--- src/hdl/edge_table_rcm_reorder_defines.svh ---
// Assertion macros for the edge table / RCM ordering block
`ifndef EDGE_TABLE_RCM_REORDER_DEFINES_SVH
`define EDGE_TABLE_RCM_REORDER_DEFINES_SVH
`ifndef SYNTHESIS
// same-cycle implication
`define ETRCM_ASSERT_IMP(lbl, ante, cons, msg) \
    lbl: assert property (@(posedge clk) disable iff (!rst_n) (ante) |-> (cons)) \
        else $error(msg);
// next-cycle implication
`define ETRCM_ASSERT_NXT(lbl, ante, cons, msg) \
    lbl: assert property (@(posedge clk) disable iff (!rst_n) (ante) |=> (cons)) \
        else $error(msg);
`else
`define ETRCM_ASSERT_IMP(lbl, ante, cons, msg)
`define ETRCM_ASSERT_NXT(lbl, ante, cons, msg)
`endif
`endif

--- src/hdl/etrcm_pkg.sv ---
package etrcm_pkg;

    localparam int MAX_NODES = 1024;
    localparam int MAX_EDGES = 4096;

    localparam int NODE_W = 10;
    localparam int EDGE_W = 12;
    localparam int ITEM_W = 13;
    localparam int HEAD_W = 14;  // top bit marks an empty list
    localparam int DEG_W  = 13;
    localparam int POS_W  = 12;
    localparam int CNT_W  = 11;
    localparam int TOT_W  = 13;

    localparam logic [HEAD_W-1:0] HEAD_EMPTY   = 14'h2000;
    localparam logic [POS_W-1:0]  POS_UNVISITED = 12'hFFF;
    localparam logic [POS_W-1:0]  POS_QUEUED    = 12'hFFE;

    // opcodes
    localparam logic [1:0] OP_ADD   = 2'd0;
    localparam logic [1:0] OP_ORDER = 2'd1;
    localparam logic [1:0] OP_QUERY = 2'd2;

    // result status codes
    localparam logic [2:0] ST_OK       = 3'd0;
    localparam logic [2:0] ST_EXISTS   = 3'd1;
    localparam logic [2:0] ST_FULL     = 3'd2;
    localparam logic [2:0] ST_SELF     = 3'd3;
    localparam logic [2:0] ST_ISOLATED = 3'd4;
    localparam logic [2:0] ST_NOT_DONE = 3'd5;

    // register index
    localparam logic REG_NODE_COUNT = 1'b0;

    typedef struct packed {
        logic [HEAD_W-1:0] head;
        logic [DEG_W-1:0]  deg;
    } node_word_t;

    typedef struct packed {
        logic [NODE_W-1:0] n0;
        logic [NODE_W-1:0] n1;
    } edge_word_t;

    typedef struct packed {
        logic [NODE_W-1:0] node;
        logic [DEG_W-1:0]  deg;
    } queue_word_t;

    typedef struct packed {
        logic             wr;
        logic [CNT_W-1:0] node_count;
    } cfg_t;

endpackage

--- src/hdl/etrcm_cfg.sv ---
module etrcm_cfg
    import etrcm_pkg::*;
(
    input  logic        clk,
    input  logic        rst_n,
    input  logic        psel,
    input  logic        penable,
    input  logic        pwrite,
    input  logic [2:0]  paddr,
    input  logic [31:0] pwdata,
    output logic [31:0] prdata,
    output logic        pready,
    output cfg_t        cfg
);

    logic [CNT_W-1:0] node_count_reg;
    logic [CNT_W-1:0] wval;
    logic             wr;

    assign pready = 1'b1;
    assign wr = psel && penable && pwrite && (paddr[2] == REG_NODE_COUNT);

    // clamp written value into 1 .. MAX_NODES
    always_comb
    begin
        wval = pwdata[CNT_W-1:0];
        if (wval == '0)
            wval = CNT_W'(1);
        else if (wval > CNT_W'(MAX_NODES))
            wval = CNT_W'(MAX_NODES);
    end

    always_ff @(posedge clk or negedge rst_n)
    begin
        if (!rst_n)
            node_count_reg <= CNT_W'(MAX_NODES);
        else if (wr)
            node_count_reg <= wval;
    end

    assign prdata = (paddr[2] == REG_NODE_COUNT) ? {21'd0, node_count_reg} : 32'd0;
    assign cfg.wr = wr;
    assign cfg.node_count = node_count_reg;

endmodule

--- config.mk ---
export PLATFORM = sky130hd
export DESIGN_NAME = etrcm_cfg
export DESIGN_NICKNAME = d
export VERILOG_FILES = /design/src/hdl/edge_table_rcm_reorder_defines.svh /design/src/hdl/etrcm_pkg.sv /design/src/hdl/etrcm_cfg.sv
export SDC_FILE = /design/constraint.sdc
export NUM_CORES = 1
export LEC_CHECK = 0
export BUFFER_PORTS_ARGS = -buffer_cell sky130_fd_sc_hd__clkbuf_2
export CORE_ASPECT_RATIO = 0.9
export CORE_MARGIN = 1
export CORE_UTILIZATION = 30
export DETAILED_ROUTE_END_ITERATION = 6
export PLACE_DENSITY = 0.79
export SYNTH_ARGS = -nofsm -noshare
export SYNTH_HDL_FRONTEND = slang
export SYNTH_SLANG_ARGS = --single-unit
--- constraint.sdc ---
create_clock -name clk -period 0.8 [get_ports clk]
set_clock_uncertainty 0.1 [all_clocks]
set_input_delay 0.04 -clock clk [delete_from_list [all_inputs] [get_ports clk]]
set_output_delay 0.04 -clock clk [all_outputs]
set_load 0.05 [all_outputs]
==> report_table.html <==
<table>
<tr><th>Metric</th><th>Value</th></tr>
<tr><th colspan="2">Synth</th></tr>
<tr><td>Cell Area, Synth</td><td>768 µm²</td></tr>
<tr><td>Sequential cell area fraction in the yosys report</td><td>36.0%</td></tr>
<tr><td>Cell variety after synth</td><td>22</td></tr>
<tr><td>Synth warn</td><td>0</td></tr>
<tr><td>Area share of the largest cell type after synthesis</td><td>32.6%</td></tr>
<tr><td>Avg Synthesized Cell Area</td><td>9.04 µm²</td></tr>
<tr><td>Count of flip-flops with a built-in enable after synthesis</td><td>0</td></tr>
<tr><td>Cell types with the largest area share after synthesis</td><td>sky130_fd_sc_hd__dfrtp_1 (33%), sky130_fd_sc_hd__buf_4 (23%), sky130_fd_sc_hd__nor2b_1 (9.0%), sky130_fd_sc_hd__nand2_1 (5.4%), sky130_fd_sc_hd__mux2i_1 (5.2%)</td></tr>
<tr><td>Most common flop cell mapped by yosys</td><td>sky130_fd_sc_hd__dfrtp_1</td></tr>
<tr><td>Most repeated cell in the gate-level netlist after synthesis</td><td>sky130_fd_sc_hd__buf_4</td></tr>
<tr><td>Cell count after synthesis</td><td>85</td></tr>
<tr><td>Flip-flop and latch count after synthesis</td><td>11</td></tr>
<tr><td>Async S/R FF share, synth</td><td>100%</td></tr>
<tr><td>Biggest area consumer among synthesized cells</td><td>sky130_fd_sc_hd__dfrtp_1</td></tr>
<tr><td>Most frequent cells after synthesis</td><td>sky130_fd_sc_hd__buf_4 (24), sky130_fd_sc_hd__nand2_1 (11), sky130_fd_sc_hd__nor2b_1 (11)</td></tr>
<tr><th colspan="2">Routing</th></tr>
<tr><td>Average wire length per cell after detail routing</td><td>11.9 µm</td></tr>
<tr><td>Starting DRC count in detailed routing</td><td>17</td></tr>
<tr><td>DRC violations left</td><td>0</td></tr>
<tr><td>Antenna Violating Nets Remaining</td><td>0</td></tr>
<tr><td>Via-to-Cell Ratio</td><td>4.25</td></tr>
<tr><td>DR vias</td><td>726</td></tr>
<tr><td>DRT Pass-1 Iters</td><td>4</td></tr>
<tr><td>WL final</td><td>2040 µm</td></tr>
<tr><th colspan="2">CTS</th></tr>
<tr><td>Master cell of the clock root buffer</td><td>sky130_fd_sc_hd__clkbuf_4</td></tr>
<tr><td>Sink count of the clock tree</td><td>11</td></tr>
<tr><td>Number of buffers added to fix hold violations after cts</td><td>5</td></tr>
<tr><td>CTS tree</td><td>done</td></tr>
<tr><td>H-tree level count</td><td>1</td></tr>
<tr><td>Clock-pin slew reported for the worst setup and hold paths after clock tree synthesis</td><td>0.08 ns</td></tr>
<tr><td>Clock latency of the later-clocked register in the worst-skew pair</td><td>0.28 ns</td></tr>
<tr><td>Maximum root-to-sink buffer count</td><td>2</td></tr>
<tr><td>Number of CTS-inserted buffers</td><td>3</td></tr>
<tr><th colspan="2">Setup path</th></tr>
<tr><td>Type of element launching the critical path</td><td>flop</td></tr>
<tr><td>Crit path arrival time</td><td>1.11 ns</td></tr>
<tr><td>Slowest cell on the critical path</td><td>sky130_fd_sc_hd__dfstp_2</td></tr>
<tr><td>Startpoint of the most critical register-to-register path</td><td>node_count_reg[5]</td></tr>
<tr><td>Setup CP Type</td><td>reg2out</td></tr>
<tr><td>Slowest Stage Delay on Critical Path</td><td>0.54 ns</td></tr>
<tr><td>Worst path required time</td><td>0.66 ns</td></tr>
<tr><td>Setup slack, reg-to-reg</td><td>-0.15 ns</td></tr>
<tr><td>End of the worst register-to-register path</td><td>node_count_reg[5]</td></tr>
<tr><td>Critical path origin</td><td>node_count_reg[10]</td></tr>
<tr><td>Biggest fanout along the worst timing path</td><td>2</td></tr>
<tr><td>Number of cells on the worst reg-to-reg path</td><td>3</td></tr>
<tr><td>CP Cell Sequence</td><td>nor2b_4, buf_8</td></tr>
<tr><td>CP Capture Point</td><td>prdata[10]</td></tr>
<tr><td>Critical Path Sink Type</td><td>output port</td></tr>
<tr><th colspan="2">Power and ir drop</th></tr>
<tr><td>Clock power share</td><td>13.5%</td></tr>
<tr><td>Portion of total power attributed to combinational logic</td><td>60.7%</td></tr>
<tr><td>Switching part of the total power</td><td>45.6%</td></tr>
<tr><td>Power Total</td><td>3.00 mW</td></tr>
<tr><td>Peak supply drop</td><td>1350 µV</td></tr>
<tr><td>Internal portion of total power</td><td>1.63 mW</td></tr>
<tr><td>Power density over cell area</td><td>2050 nW/µm²</td></tr>
<tr><td>Switching power of the nets</td><td>1.37 mW</td></tr>
<tr><td>Seq pwr share</td><td>25.9%</td></tr>
<tr><td>Reported leakage power</td><td>0.742 nW</td></tr>
<tr><th colspan="2">Global routing</th></tr>
<tr><td>Wire length of the first global-routing pass</td><td>3100 µm</td></tr>
<tr><td>Combined global-route utilization of all metal layers</td><td>14.8%</td></tr>
<tr><td>Maximum number of pins on one net before global-route repair</td><td>12</td></tr>
<tr><td>Vias in the first global route</td><td>674</td></tr>
<tr><td>Residual overflow from global routing</td><td>0</td></tr>
<tr><td>Initial antenna violation count</td><td>0</td></tr>
<tr><th colspan="2">Die</th></tr>
<tr><td>Count of standard-cell rows</td><td>17</td></tr>
<tr><td>Total core area</td><td>2450 µm²</td></tr>
<tr><td>Die Outline Area</td><td>2770 µm²</td></tr>
<tr><td>Effective utilization at floorplan</td><td>31.4%</td></tr>
<tr><td>Die span in x</td><td>55.3 µm</td></tr>
<tr><td>IO Pins</td><td>85</td></tr>
<tr><td>Y dimension of the die</td><td>50.0 µm</td></tr>
<tr><th colspan="2">Run status</th></tr>
<tr><td>Violated checks</td><td>negative hold slack, negative setup slack</td></tr>
<tr><td>Status</td><td>complete, but fails checks</td></tr>
<tr><th colspan="2">Timing</th></tr>
<tr><td>Fmax achieved</td><td>798 MHz</td></tr>
<tr><td>Part of the cycle the worst path needs</td><td>157%</td></tr>
<tr><td>Count of final setup violators</td><td>30</td></tr>
<tr><td>Final slew viol count</td><td>0</td></tr>
<tr><td>Time the final worst path needs with I/O delays and setup</td><td>1.25 ns</td></tr>
<tr><td>Tightest hold margin</td><td>-0.113 ns</td></tr>
<tr><td>Hold violation count in the final report</td><td>5</td></tr>
<tr><td>Summed negative setup slack over all endpoints</td><td>-7.29 ns</td></tr>
<tr><td>Setup repair after global routing missed its margin</td><td>yes</td></tr>
<tr><td>Least setup slack across all paths after layout</td><td>-0.454 ns</td></tr>
<tr><th colspan="2">Placement</th></tr>
<tr><td>Buffers added on ports</td><td>39</td></tr>
<tr><td>Worst setup timing slack at the placement stage</td><td>-0.250 ns</td></tr>
<tr><td>Post-detail-place hpwl</td><td>1290 µm</td></tr>
<tr><td>Final GP Congestion</td><td>0.782</td></tr>
<tr><th colspan="2">Final layout</th></tr>
<tr><td>Share of layout cells above drive strength 1</td><td>62.9%</td></tr>
<tr><td>Number of fill cells</td><td>183</td></tr>
<tr><td>Footprint of the flip-flops and latches</td><td>289 µm²</td></tr>
<tr><td>Number of flip-flops under the largest register name</td><td>11</td></tr>
<tr><td>Multi-input gate area</td><td>462 µm²</td></tr>
<tr><td>ANT cells</td><td>0</td></tr>
<tr><td>Total number of nets in the final design</td><td>184</td></tr>
<tr><td>Area growth from synthesis to layout</td><td>90.4%</td></tr>
<tr><th colspan="2">Min path</th></tr>
<tr><td>Min-delay worst type</td><td>in2reg</td></tr>
<tr><td>Worst Hold Depth</td><td>2</td></tr>
<tr><th colspan="2">Run</th></tr>
<tr><td>Max-cap violation count</td><td>0</td></tr>
</table>
## kinds of logic after synthesis
family          count (synthesis)  synth area share, %
simple gates                   28                 22.1
buf+inv                        28                 26.4
compound gates                 12                 9.28
flops                          11                 36.0
mux                             4                 5.21
other cells                     2                0.978
## layout make-up
cell class | count | area share [%]
Clock buffer | 4 | 1.80
Inverter | 2 | 0.684
Multi-Input combinational cell | 66 | 31.6
Sequential cell | 11 | 19.8
Tap cell | 28 | 2.40
Timing Repair Buffer | 60 | 43.8
## power groups by stage
stage               Clock (mW)  Combinational [mW]  Sequential [mW]
floorplan                    0               0.778             1.09
global placement             0                1.28            0.754
detailed placement           0                1.30            0.759
CTS                      0.395                1.67            0.760
global route             0.426                1.89            0.792
finish                   0.404                1.82            0.776
## metrics by stage
| step | std cells | hold slack [ns] | util [%] | instance area (µm²) |
|---|---|---|---|---|
| 2_1_floorplan | 105 | -0.356 | - | 951 |
| 3_3_place_gp | 154 | -0.176 | 42.3 | 1030 |
| 3_5_place_dp | 154 | -0.163 | 42.3 | 1030 |
| 4_1_cts | 169 | -0.117 | 57.1 | 1400 |
| 5_1_grt | 171 | -0.118 | 59.8 | 1460 |
| 6_report | 171 | -0.113 | 59.8 | 1460 |
## per-layer routing
layer	global-route usage [%]	share of wire (%)	vias to the layer above
li1	-	-	347
met1	14.6	36	342
met2	28.7	56	34
met3	4.20	6.0	3
met4	6.25	1.4	0
met5	0	0	-
## worst min-delay path by stage
stage                          start                end
after global placement         rst_n  node_count_reg[2]
after detailed placement       rst_n  node_count_reg[3]
after floorplan                rst_n  node_count_reg[0]
final                     pwdata[10]  node_count_reg[0]
after global routing      pwdata[10]  node_count_reg[0]
after CTS                 pwdata[10]  node_count_reg[0]
## critical path: cells and delay by family (launching register included)
| kind | cells | cell delay (ns) |
|---|---|---|
| simple gates | 1 | 0.14 |
| flops | 1 | 0.54 |
| buf+inv | 1 | 0.15 |
## cells in the final DEF (no fill, tap or decap), drive strengths merged
master and count:
buf 38, conb 22, clkbuf 21, nor2b 11, nand2 11, dfrtp 10, dlygate4sd3 5, o21ai 5
mux2i 4, a21oi 4, nand4b 2, inv 2, nor2 2, nor4 1, nor3 1, a31oi 1
o31ai 1, a21o 1, dfstp 1
## what timing repair did
item | CTS | global route
pin swaps | 0 | 0
buffers inserted | 7 | 4
endpoints found under the hold margin | 19 | 2
setup endpoints to repair | 30 | 33
resized for setup | 53 | 30
(Power assumes the default switching activity.)
